[src/rtl/stid_pkg.sv]
// shared types and constants for the sorted table insert/delete unit
// no dependencies; imported by stid_store and sorted_table_insert_delete_unit
package stid_pkg;

  localparam int CAPACITY = 16;
  localparam int IDX_W    = $clog2(CAPACITY);
  localparam int CNT_W    = $clog2(CAPACITY + 1);

  localparam logic ACT_INSERT = 1'b0;
  localparam logic ACT_DELETE = 1'b1;

  typedef enum logic [1:0] {
    ST_INSERTED  = 2'd0,
    ST_DELETED   = 2'd1,
    ST_NOT_FOUND = 2'd2,
    ST_FULL      = 2'd3
  } status_t;

  typedef struct packed {
    logic               action;
    logic signed [31:0] value;
  } in_t;

  typedef struct packed {
    status_t            status;
    logic [4:0]         count;
    logic signed [31:0] smallest;
  } out_t;

  typedef struct packed {
    logic                     en;
    logic [IDX_W-1:0]         addr;
    logic signed [31:0]       data;
  } wr_t;

endpackage

[src/rtl/sorted_table_insert_delete_unit.sv]
// top level of the sorted table insert/delete unit
// depends on stid_pkg and stid_store
//
// channel   ports                  handshake
// --------  ---------------------  ---------------------------------------
// command   cmd (in_t)             beat taken when start && !busy
// result    result (out_t)         beat shown for one cycle while done high
//
// one command beat gives exactly one result beat
// an insert walks down from the end, one entry per step (memory read,
// then compare and move); a delete scans up the same way and then moves
// the tail down, reading then writing each entry; the registered read port
// sets the pace; an insert into a full table is dropped and a delete on an
// empty table goes straight to the result
// rst (synchronous) empties the table; entry contents are not cleared
// busy rises once the command beat is taken and stays high through the result cycle; results
// cannot be held off by the receiver
module sorted_table_insert_delete_unit (
  input  logic           clk,
  input  logic           rst,
  input  logic           start,
  input  stid_pkg::in_t  cmd,
  output logic           busy,
  output logic           done,
  output stid_pkg::out_t result
);
  import stid_pkg::*;

  typedef enum logic [3:0] {
    S_IDLE,
    S_INS_RD,
    S_INS_CMP,
    S_INS_PUT,
    S_DEL_RD,
    S_DEL_CMP,
    S_SHF_RD,
    S_SHF_WR,
    S_DONE
  } state_t;

  state_t             state;
  logic [CNT_W-1:0]   fill;
  logic [CNT_W-1:0]   k;
  logic signed [31:0] val;
  status_t            status;

  logic [CNT_W-1:0]   k_dec;
  logic [CNT_W-1:0]   k_inc;
  logic [CNT_W-1:0]   k_inc2;
  logic [IDX_W-1:0]   raddr;
  logic signed [31:0] rdata;
  logic signed [31:0] head;
  wr_t                wr;

  assign k_dec  = k - CNT_W'(1);
  assign k_inc  = k + CNT_W'(1);
  assign k_inc2 = k + CNT_W'(2);

  stid_store u_store (
    .clk   (clk),
    .wr    (wr),
    .raddr (raddr),
    .rdata (rdata),
    .head  (head)
  );

  // read address: entry below k on the insert walk, k on the scan, k+1 on the move
  always_comb begin
    unique case (state)
      S_INS_RD: raddr = k_dec[IDX_W-1:0];
      S_SHF_RD: raddr = k_inc[IDX_W-1:0];
      default:  raddr = k[IDX_W-1:0];
    endcase
  end

  // write port: insert compare moves entries up, put writes val, move copies tail
  always_comb begin
    wr.en   = 1'b0;
    wr.addr = k[IDX_W-1:0];
    wr.data = val;
    unique case (state)
      S_INS_CMP: begin
        if (rdata >= val) begin
          wr.en   = 1'b1;
          wr.data = rdata;
        end
      end
      S_INS_PUT: begin
        wr.en = 1'b1;
      end
      S_SHF_WR: begin
        wr.en   = 1'b1;
        wr.data = rdata;
      end
      default: begin
        wr.en = 1'b0;
      end
    endcase
  end

  // sequencer
  always_ff @(posedge clk) begin
    if (rst) begin
      state  <= S_IDLE;
      fill   <= '0;
      k      <= '0;
      val    <= '0;
      status <= ST_INSERTED;
    end else begin
      unique case (state)
        S_IDLE: begin
          if (start) begin
            val <= cmd.value;
            if (cmd.action == ACT_INSERT) begin
              k <= fill;
              if (fill == CNT_W'(CAPACITY)) begin
                status <= ST_FULL;
                state  <= S_DONE;
              end else if (fill == '0) begin
                state <= S_INS_PUT;
              end else begin
                state <= S_INS_RD;
              end
            end else begin
              k <= '0;
              if (fill == '0) begin
                status <= ST_NOT_FOUND;
                state  <= S_DONE;
              end else begin
                state <= S_DEL_RD;
              end
            end
          end
        end
        S_INS_RD: begin
          state <= S_INS_CMP;
        end
        S_INS_CMP: begin
          // entry not smaller than the new value moves up one place
          if (rdata >= val) begin
            k     <= k_dec;
            state <= (k_dec == '0) ? S_INS_PUT : S_INS_RD;
          end else begin
            state <= S_INS_PUT;
          end
        end
        S_INS_PUT: begin
          fill   <= fill + CNT_W'(1);
          status <= ST_INSERTED;
          state  <= S_DONE;
        end
        S_DEL_RD: begin
          state <= S_DEL_CMP;
        end
        S_DEL_CMP: begin
          if (rdata < val) begin
            if (k_inc == fill) begin
              status <= ST_NOT_FOUND;
              state  <= S_DONE;
            end else begin
              k     <= k_inc;
              state <= S_DEL_RD;
            end
          end else if (rdata == val) begin
            if (k_inc == fill) begin
              fill   <= fill - CNT_W'(1);
              status <= ST_DELETED;
              state  <= S_DONE;
            end else begin
              state <= S_SHF_RD;
            end
          end else begin
            status <= ST_NOT_FOUND;
            state  <= S_DONE;
          end
        end
        S_SHF_RD: begin
          state <= S_SHF_WR;
        end
        S_SHF_WR: begin
          // tail entry k+1 now sits at k
          if (k_inc2 == fill) begin
            fill   <= fill - CNT_W'(1);
            status <= ST_DELETED;
            state  <= S_DONE;
          end else begin
            k     <= k_inc;
            state <= S_SHF_RD;
          end
        end
        S_DONE: begin
          state <= S_IDLE;
        end
        default: begin
          state <= S_IDLE;
        end
      endcase
    end
  end

  assign busy            = (state != S_IDLE);
  assign done            = (state == S_DONE);
  assign result.status   = status;
  assign result.count    = 5'(fill);
  assign result.smallest = (fill != '0) ? head : 32'sd0;

  // result cycle always closes the command
  a_done_single: assert property (@(posedge clk) disable iff (rst)
    done |=> !done && !busy)
    else $error("result strobe held past one cycle");

  // table never overfills
  a_fill_bound: assert property (@(posedge clk) disable iff (rst)
    fill <= CNT_W'(CAPACITY))
    else $error("fill count beyond capacity");

  // an accepted command locks out the next one
  a_accept_busy: assert property (@(posedge clk) disable iff (rst)
    (start && !busy) |=> busy)
    else $error("command taken without going busy");

  // full report only with a full table
  a_full_count: assert property (@(posedge clk) disable iff (rst)
    (done && (result.status == ST_FULL)) |-> (fill == CNT_W'(CAPACITY)))
    else $error("full status with room left");

  // fill moves by at most one per command and only at its end
  a_fill_step: assert property (@(posedge clk) disable iff (rst)
    (state != S_INS_PUT && state != S_DEL_CMP && state != S_SHF_WR) |=> $stable(fill))
    else $error("fill changed outside an update step");

endmodule

[src/rtl/stid_store.sv]
// entry memory of the sorted table: one write port, one registered read port
// plus a copy of position zero; depends on stid_pkg
module stid_store (
  input  logic                      clk,
  input  stid_pkg::wr_t             wr,
  input  logic [stid_pkg::IDX_W-1:0] raddr,
  output logic signed [31:0]        rdata,
  output logic signed [31:0]        head
);
  import stid_pkg::*;

  logic signed [31:0] mem [CAPACITY];

  always_ff @(posedge clk) begin
    if (wr.en) begin
      mem[wr.addr] <= wr.data;
    end
    rdata <= mem[raddr];
  end

  // position zero mirrored so the smallest value is always at hand
  always_ff @(posedge clk) begin
    if (wr.en && (wr.addr == '0)) begin
      head <= wr.data;
    end
  end

endmodule

[config.mk]
export PLATFORM = sky130hd
export DESIGN_NAME = sorted_table_insert_delete_unit
export DESIGN_NICKNAME = d
export VERILOG_FILES = /design/src/rtl/stid_pkg.sv /design/src/rtl/sorted_table_insert_delete_unit.sv /design/src/rtl/stid_store.sv
export SDC_FILE = /design/constraint.sdc
export NUM_CORES = 1
export LEC_CHECK = 0
export ABC_AREA = 1
export ABC_CLOCK_PERIOD_IN_PS = 10200
export BUFFER_PORTS_ARGS = -buffer_cell sky130_fd_sc_hd__buf_2
export CAP_MARGIN = 20
export CORE_UTILIZATION = 60
export DETAILED_ROUTE_END_ITERATION = 8
export HOLD_SLACK_MARGIN = 0.02
export PLACE_DENSITY = 0.82
export SLEW_MARGIN = 15
export SYNTH_ARGS = -nofsm -noshare
export SYNTH_HDL_FRONTEND = slang
export SYNTH_HIERARCHICAL = 1
export SYNTH_SLANG_ARGS = --single-unit
[constraint.sdc]
create_clock -name clk -period 10.2 [get_ports clk]
set_input_delay 2.04 -clock clk [delete_from_list [all_inputs] [get_ports clk]]
set_output_delay 2.04 -clock clk [all_outputs]
set_load 0.02 [all_outputs]
* Yosys cells after proc, flatten, opt, wreduce, memory -nomap -nowiden
Memory sizes are Yosys's and may differ from the RTL's. A register that Yosys moved wholly into a read port is not among the register bits.
Cells that the tools add are included.
** Storage, ports and cells
- Bits of input ports :: 36
- Output and inout port bits :: 41
- Memories :: 1
- Memory bits (writable) :: 512
- Word-level logic and storage cells :: 97
- Register bits :: 80
** Memory list
- u_store.mem :: depth 16, width 32, rd ports 1, clocked after Yosys merged registers in 1, wr ports 1, line stid_store.sv:12 : logic signed [31:0] mem [CAPACITY];
** Cells by class
- Add/sub/neg operators :: 5
- $lt $le $gt $ge :: 2
- Muxes and demuxes :: 43
- Equal/unequal tests :: 25
- Reduce and logical (&&, ||, !) cells :: 15
** Operators by type and width (count)
- 2-to-1 mux 32 bit :: 2
- case mux 32 bit (2 select lines) :: 1
- 2-to-1 mux 5 bit :: 10
- 2-to-1 mux 4 bit :: 9
- equality test 32 bit :: 1
- >= comparator 32 bit :: 1
- < comparator 32 bit :: 1
- case mux 4 bit (8 select lines) :: 1
- 2-to-1 mux 2 bit :: 12
- case mux 5 bit (4 select lines) :: 1
- != test 2 bit, second input constant :: 9
- equality test 4 x 3 -> 1 bit, second input constant :: 4
- case mux 5 bit (3 select lines) :: 1
- != test 3 bit, second input constant :: 4
- nonzero test 4 bit :: 3
- adder 5 x 1 -> 5 bit, second input constant :: 2
- equality test 5 bit :: 2
- zero test 5 bit :: 2
- subtractor 5 x 1 -> 5 bit, second input constant :: 2
- equality test 4 x 2 -> 1 bit, second input constant :: 2
- zero test 4 bit :: 2
- case mux 2 bit (4 select lines) :: 1
- case mux 4 bit (2 select lines) :: 1
- AND reduction 7 bit :: 1
- 13 further kinds :: 15

* Longest topological paths before layout
Gate-level depths: netlist (run 1).
- Depth in word-level cells :: 6
- Gate-level depth with buffers :: 22

* Cells and area by module
Netlist (run 1), hierarchy kept.
** By module, submodules not included
- stid_store :: cells each 2120, area an instance 22744.3 µm², sequential area each 16015.4 µm², times used 1
- sorted_table_insert_delete_unit :: cells each 641, area an instance 4108.9 µm², sequential area each 960.9 µm², times used 1

* Worst setup path after synthesis (run 1)
Ideal clock, no wire load.
- Path type :: reg-to-reg
- Start point :: register val[31]
- End point :: memory u_store.mem[12][0] (enable)
- Buffers on the path :: 0
- Clock period less this slack :: 3.754 ns
- Stages on the path, launching flop included :: 16
- Slack :: 6.446 ns
- Data arrival time :: 3.333 ns
- Cells stage by stage :: dfxtp_1 -> inv_1 -> ha_1 -> nand2_1 -> nor2_2 -> nand2_2 -> nor4_4 -> nand2_2 -> nand3_1 -> nand2_4 -> nand2_2 -> nand2_4 -> nand2_8 -> or2_2 -> nand3_1 -> nor2_1
** RTL lines
- from (decl) :: line sorted_table_insert_delete_unit.sv:44 : logic signed [31:0] val;
- from (signal assigned) :: line sorted_table_insert_delete_unit.sv:113 : val <= cmd.value;
- to (decl) :: line stid_store.sv:12

==> qor.csv, run 1 <==
stage,metric,value,unit
logic_synthesis,Syn Area/Cell,9.73,um^2
logic_synthesis,most frequent cell after synthesis,nand2_1,
clocking,H-tree depth,2,
detailed_routing,Avg WL per Cell,19.0,um
worst_setup_path,CP Launch Type,flip-flop,
grt,largest net degree at the start of global routing,130,
detailed_routing,Iteration-0 DRC Markers,2180,
detailed_routing,Routed Antenna Nets,0,
detailed_routing,DR vias/cell,5.61,
detailed_routing,DRC,0,
power_and_ir_drop,Static Leak,0.0131,uW
sta,Slew Limit Fails,0,
logic_synthesis,Synth Register Bits,592,
floorplanning,Die H,214,um
floorplanning,core area,44200,um^2
outcome,status,"finished, final reports clean",
grt,global-route wire length before repair,102,mm
sta,RSZ-0062 raised after global routing,no,
sta,Max Freq,0.223,GHz
hold_path,WHS Path Cells,2,
finish,filler instances,3069,
detailed_routing,drt pass-1 iters,7,
clocking,Worst-Skew Late Latency,0.62,ns
worst_setup_path,critical path required time,10.46,ns
placement,Inst Count DP,3337,
logic_synthesis,Yosys warning count,6,
sta,Worst slew margin,0.250,
logic_synthesis,Yosys cell types,45,
sta,Tightest Pin Transition,1.12,ns
grt,vias in the first global route,19000,
worst_setup_path,CP endpoint kind,flip-flop,
logic_synthesis,post-synth top area cell,edfxtp_1,
hold_path,WHS Endpoint,val[0],
finish,Post-Layout Cell Count,3452,
logic_synthesis,post-synthesis cell count,2761,
clocking,CTS Hold Bufs,0,
hold_path,type of the most critical hold path,reg2reg,
sta,Fin. Hold Viols,0,
clocking,Clock Path Buffers,3,
sta,Setup Skew,0.0165,ns
power_and_ir_drop,worst vdd ir,268,uV
clocking,CTS Buf Count,57,
hold_path,Hold Crit Start,val[0],
logic_synthesis,most instantiated cells after synthesis,"nand2_1 (820), edfxtp_1 (512), inv_1 (502)",
clocking,TritonCTS clock tree,yes,
worst_setup_path,CP Class,reg2reg,
logic_synthesis,largest cells by area after synthesis,"edfxtp_1 (57%), nand2_1 (11%), nand3_1 (7.5%), inv_1 (7.0%), dfxtp_1 (6.0%)",
finish,layout cells sized above 1,0.0944,
floorplanning,Starting Density,0.607,
power_and_ir_drop,Power Dens Cells,307,nW/um^2
job,Max-Cap Viols,0,
floorplanning,row count,77,
worst_setup_path,Worst R2R Path Depth,16,
worst_setup_path,cell mode on critical path,nand2_2,
worst_setup_path,Worst path max stage delay,0.74,ns
logic_synthesis,syn_nets,2839,
sta,fin crit period,4.49,ns
finish,Final nets,2890,
logic_synthesis,async set-reset flop share out of synthesis,0,
grt,grt ovf,0,
sta,period utilisation layout,0.440,
worst_setup_path,R2R Path End,u_store/mem[3][16],
clocking,clock net sink count,592,
floorplanning,boundary pin count,77,
worst_setup_path,critical-path cell list,inv_1 > ha_1 > a21oi_1 > o21a_1 > nand2_1 > a21oi_1 > nand2_2 > nand2_2 > nand2_4 > nand2_2 > nand2_4 > nand2_8 > or2_2 > nand2_1 > nor2_4 > buf_4,
logic_synthesis,"EDFF count, synth",512,
grt,gr usage total,0.295,
worst_setup_path,crit path DAT,4.75,ns
logic_synthesis,Post-Syn Area,26900,um^2
worst_setup_path,critical register-to-register path startpoint,val[31],
placement,gpl congestion,0.911,
floorplanning,DIE WIDTH,214,um
placement,Post-DP HPWL,38.1,mm
worst_setup_path,crit path max fanout,54,
floorplanning,Die Footprint,45600,um^2
clocking,clock-pin slew on the worst setup and hold paths,0.06,ns
detailed_routing,routed wire length,65.7,mm
detailed_routing,Vias,19400,
logic_synthesis,Yosys top cell area share,0.573,
clocking,Root Buffer,clkbuf_16,
clocking,setup repair bufs after CTS,0,
worst_setup_path,CP max stage cell,nor2_4,
logic_synthesis,post-synthesis sequential area ratio,0.632,
grt,initial antenna violation count,0,
sta,Setup Total Neg Slack,0,ns
clocking,"Gates resized, CTS repair",0,
finish,diodes inserted,0,
finish,area delta synth->final,10.7,%
worst_setup_path,R2R Setup Slk,5.71,ns
sta,final setup vio count,0,
logic_synthesis,Main synth FF type,edfxtp_1,
placement,port buffer count,76,
-- stage by stage --
stage          instance area [um^2]  setup slack, ns   util  hold WS (ns)  total power, uW
6_report                      29700             5.71  0.672         0.505             9110
5_1_grt                       29700             5.60  0.672         0.522             9580
4_1_cts                       29600             5.78  0.670         0.500             9030
3_5_place_dp                  27800             5.85  0.629         0.490             6990
3_3_place_gp                  27500             5.92  0.622         0.464             6820
2_1_floorplan                 26900             6.45      -         0.448             6060
-- logic make-up after synthesis --
kind of cell,count (synthesis),share of synthesized area
AND/OR/NAND/NOR,1347,0.215
adder cells (fa/ha/maj),42,0.0198
XOR/XNOR,16,0.00522
AO/OA/AOI/OAI,134,0.0265
buffers and inverters,630,0.101
flip-flops,592,0.632
-- worst max-delay path: cells and delay by family, from the launching register on --
family / cells / cell delay (ns)
buf+inv: 2 / 0.59
simple gates: 10 / 2.09
compound gates: 3 / 0.63
fa+ha+maj: 1 / 0.43
flops: 1 / 0.34
-- flip-flops by register name, summed over array words and instances (netlist names) --
| signal | cells |
|---|---|
| u_store/mem | 511 |
| u_store/rdata | 32 |
| val | 32 |
| fill | 5 |
| k | 5 |
| state | 4 |
| status | 2 |
| u_store/head | 1 |
-- cell type report --
type                       instances  area, um^2  share of cell area
sequential                       592       17000               0.571
multi-input combinational       1539        7360               0.248
inverter                         506        1910              0.0644
clock buffer                      81        1580              0.0531
timing repair buffer             116         936              0.0315
tap                              592         741              0.0249
clock inverter                    26         208             0.00699
-- where the power goes --
part,switching [uW],internal [uW],leakage [uW]
clock network,885,1150,0.000862
registers,115,3230,0.00535
logic,2710,1010,0.00690
total,3710,5400,0.0131
-- cells in the final DEF (no fill, tap or decap), drive strengths merged, types with 11 or more instances in the layout --
cell	instances
ha	41
edfxtp	512
a21oi	55
nand3	402
xor2	11
dfxtp	80
clkbuf	81
nor2	90
buf	116
inv	506
o21ai	63
clkinv	19
nand2	830
-- worst max path at each step --
stage                 start                 end  slack, ns  cells after the start
CTS                 val[31]  u_store/mem[3][16]       5.78                     16
floorplan           val[31]  u_store/mem[12][0]       6.45                     15
global placement    val[31]  u_store/mem[12][8]       5.92                     15
global route        val[31]  u_store/mem[3][16]       5.60                     16
finish              val[31]  u_store/mem[3][16]       5.71                     16
detailed placement  val[31]  u_store/mem[0][25]       5.85                     16
-- per-layer routing --
metal	vias up	part of all wire	wire [um]	global-route usage
met4	0	0.037	2430	0.132
met1	9121	0.38	25000	0.373
li1	8999	-	-	-
met2	1074	0.49	32100	0.501
met5	-	0	0	0
met3	177	0.093	6080	0.0489
Power figures use the tool's default switching activity.
==> inputs of run 2 (changes only) <==
- ABC_AREA: 1 -> 0
- ABC_CLOCK_PERIOD_IN_PS: 10200 -> 4350
- clock period: 10.2 -> 4.35 ns (I/O delays scaled with it)
==> qor.csv, run 2 <==
stage,metric,value,unit,change
outcome,status,"finished, final reports clean",,
sta,Slew Limit Fails,0,,unchanged
worst_setup_path,CP Launch Type,flip-flop,,
sta,final setup vio count,0,,unchanged
worst_setup_path,Worst R2R Path Depth,11,,-5
finish,Largest Register,u_store/mem,,
logic_synthesis,Syn Area/Cell,17.4,um^2,+79%
finish,"most common cell after layout, fill and taps aside",edfxtp_1,,
clocking,CTS Buf Count,56,,-1.8%
worst_setup_path,critical register-to-register path startpoint,val[15],,
worst_setup_path,R2R Path End,u_store/mem[1][9],,
clocking,TritonCTS clock tree,yes,,
clocking,clock net sink count,592,,unchanged
logic_synthesis,most frequent cell after synthesis,edfxtp_1,,
detailed_routing,Iteration-0 DRC Markers,1402,,-36%
logic_synthesis,post-synthesis sequential area ratio,0.707,,+0.0744
finish,Final nets,1566,,-46%
finish,area delta synth->final,12.8,%,
placement,Post-DP HPWL,33.6,mm,-12%
logic_synthesis,async set-reset flop share out of synthesis,0,,unchanged
sta,fin crit period,4.08,ns,-0.406 ns
logic_synthesis,Post-Syn Area,24000,um^2,-11%
clocking,setup repair bufs after CTS,0,,unchanged
logic_synthesis,Yosys warning count,6,,unchanged
clocking,Worst-Skew Late Latency,0.60,ns,-0.02 ns
worst_setup_path,crit path DAT,4.32,ns,-0.43 ns
sta,Worst slew margin,0.344,,+0.0942
finish,Top Registers,"u_store/mem (511), u_store/rdata (32), val (32)",,
finish,cell area after layout,27100,um^2,-8.8%
placement,"Cell Area, Placed",25300,um^2,-8.9%
detailed_routing,Vias,13500,,-31%
worst_setup_path,critical-path cell list,inv_1 > ha_1 > nand4_1 > or4_4 > nor4_4 > a21oi_1 > a22o_2 > o21ai_0 > or3b_2 > nor2_4 > buf_4,,
grt,global-route wire length before repair,83.2,mm,-18%
hold_path,WHS Endpoint,val[17],,
grt,vias in the first global route,13600,,-28%
floorplanning,boundary pin count,77,,unchanged
finish,max reg flops,511,,unchanged
detailed_routing,routed wire length,55.9,mm,-15%
sta,WHS,0.472,ns,-0.0329 ns
worst_setup_path,crit path max fanout,25,,-54%
logic_synthesis,syn_nets,1455,,-49%
placement,Inst Count DP,1947,,-42%
floorplanning,Starting Density,0.615,,+0.00729
worst_setup_path,Worst path max stage delay,0.64,ns,-0.10 ns
clocking,CTS Hold Bufs,0,,unchanged
finish,most frequent cells in the layout,"edfxtp_1 (512), mux4_2 (128), nand2_1 (124)",,
hold_path,Hold Crit Start,val[17],,
sta,Fin. Hold Viols,0,,unchanged
finish,diodes inserted,0,,unchanged
logic_synthesis,largest cells by area after synthesis,"edfxtp_1 (64%), mux4_2 (12%), dfxtp_1 (6.7%), ha_1 (2.1%), a22oi_1 (2.1%)",,
power_and_ir_drop,Power Dens Cells,555,nW/um^2,+81%
floorplanning,DIE WIDTH,202,um,-5.4%
floorplanning,core area,39100,um^2,-12%
logic_synthesis,Synth Register Bits,592,,unchanged
detailed_routing,Avg WL per Cell,27.2,um,+43%
clocking,Root Buffer,clkbuf_16,,
worst_setup_path,critical path required time,4.58,ns,-5.88 ns
worst_setup_path,CP max stage cell,or4_4,,
grt,GRT busiest layer,met2,,
detailed_routing,Routed Antenna Nets,0,,unchanged
logic_synthesis,Main synth FF type,edfxtp_1,,
sta,Tightest Pin Transition,0.984,ns,-0.134 ns
job,Max-Cap Viols,0,,unchanged
logic_synthesis,most instantiated cells after synthesis,"edfxtp_1 (512), mux4_2 (128), nand2_1 (124)",,
logic_synthesis,Yosys cell types,58,,+29%
worst_setup_path,CP endpoint kind,flip-flop,,
logic_synthesis,post-synthesis cell count,1377,,-50%
logic_synthesis,Yosys top cell area share,0.640,,+0.0674
logic_synthesis,post-synth top area cell,edfxtp_1,,
floorplanning,Die H,202,um,-5.4%
hold_path,WHS Path Cells,2,,unchanged
placement,port buffer count,76,,unchanged
clocking,H-tree depth,2,,unchanged
worst_setup_path,R2R Setup Slk,0.27,ns,-5.44 ns
clocking,clock-pin slew on the worst setup and hold paths,0.06,ns,about the same
clocking,"Gates resized, CTS repair",0,,unchanged
sta,period utilisation layout,0.939,,+0.499
grt,routing usage on met2,0.442,,-0.0586
sta,RSZ-0062 raised after global routing,no,,
placement,gpl congestion,0.898,,-1.4%
grt,met1 Use GR,0.386,,+0.0134
power_and_ir_drop,Static Leak,0.00917,uW,-30%
hold_path,type of the most critical hold path,reg2reg,,
logic_synthesis,"EDFF count, synth",512,,unchanged
detailed_routing,DRC,0,,unchanged
floorplanning,Die Footprint,40800,um^2,-10%
finish,layout cells sized above 1,0.258,,+0.164
finish,Post-Layout Cell Count,2053,,-41%
grt,gr usage total,0.279,,-0.0158
finish,final core utilization,0.693,,+0.0212
grt,met3 Resource Use GR,0.0590,,+0.0101
worst_setup_path,CP Class,reg2reg,,
sta,Max Freq,0.245,GHz,+9.9%
grt,largest net degree at the start of global routing,73,,-44%
power_and_ir_drop,worst vdd ir,419,uV,+57%
grt,initial antenna violation count,0,,unchanged
sta,Setup Skew,0.0213,ns,+0.00476 ns
grt,grt ovf,0,,unchanged
sta,Setup Total Neg Slack,0,ns,unchanged
detailed_routing,drt pass-1 iters,7,,unchanged
clocking,Clock Path Buffers,3,,unchanged
detailed_routing,DR vias/cell,6.56,,+17%
floorplanning,row count,72,,-6.5%
-- run 2: changes by cell type after synthesis, moves of 27 or more --
| cell | delta |
|---|---|
| a22oi_1 | +67 |
| nor2_2 | -32 |
| mux2_4 | +27 |
| nand2_1 | -696 |
| nand3_1 | -389 |
| nor2b_1 | +38 |
| mux4_2 | +128 |
| o21ai_0 | -27 |
| inv_1 | -462 |
| buf_2 | -36 |
-- run 2: area by class of cell --
type                            count  area [um^2]
Clock buffer                       68         1450
Clock inverter                     37          284
Fill cell                        2419        12000
Inverter                           41          154
Multi-Input combinational cell    670         6730
Sequential cell                   592        17000
Tap cell                          518          648
Timing Repair Buffer              127          863
-- run 2: cells by family (layout without fill, tap and decap cells) --
family                     Yosys count  after routing  share of synthesized area
and+or+nand+nor                    263            263                     0.0524
adders and majority gates           42             42                     0.0222
xor gates and xnor gates            21             21                    0.00766
AOI/OAI and AO/OA                  181            181                     0.0496
DFF                                592            592                      0.707
muxes                              163            163                      0.140
buffers and inverters              115            273                     0.0211
-- run 2: report_power, final --
group	internal, uW	total [uW]	switching [uW]
registers	6720	6950	232
clock network	2600	4620	2020
logic	1420	3480	2060
total	10700	15000	4310
-- run 2: how the worst max path moves through the flow --
stage | start | cells after the start | to
6_report | val[15] | 11 | u_store/mem[1][9]
3_3_place_gp | val[15] | 12 | u_store/mem[2][11]
5_1_grt | val[15] | 11 | u_store/mem[12][15]
4_1_cts | val[15] | 12 | u_store/mem[12][15]
3_5_place_dp | val[15] | 12 | u_store/mem[12][15]
2_1_floorplan | val[15] | 13 | u_store/mem[1][0]
-- run 2: through the flow --
step                      setup WS [ns]  power [uW]
after detailed placement          0.386       10500
after CTS                         0.328       15100
after floorplan                  -0.379        9390
final                             0.266       15000
after global placement            0.507       10300
after global routing              0.118       15600
-- run 2: worst max-delay path: cells and delay by family, from the launching register on --
kind                       cells  cell delay [ns]
AOI/OAI and AO/OA              3             0.56
adders and majority gates      1             0.32
buffers and inverters          2             0.46
DFF                            1             0.36
and+or+nand+nor                5             1.99
-- run 2: layer usage --
metal,up-vias,share of wire
li1,5647,-
met1,6809,0.38
met2,866,0.48
met3,137,0.11
met4,0,0.033
met5,-,0
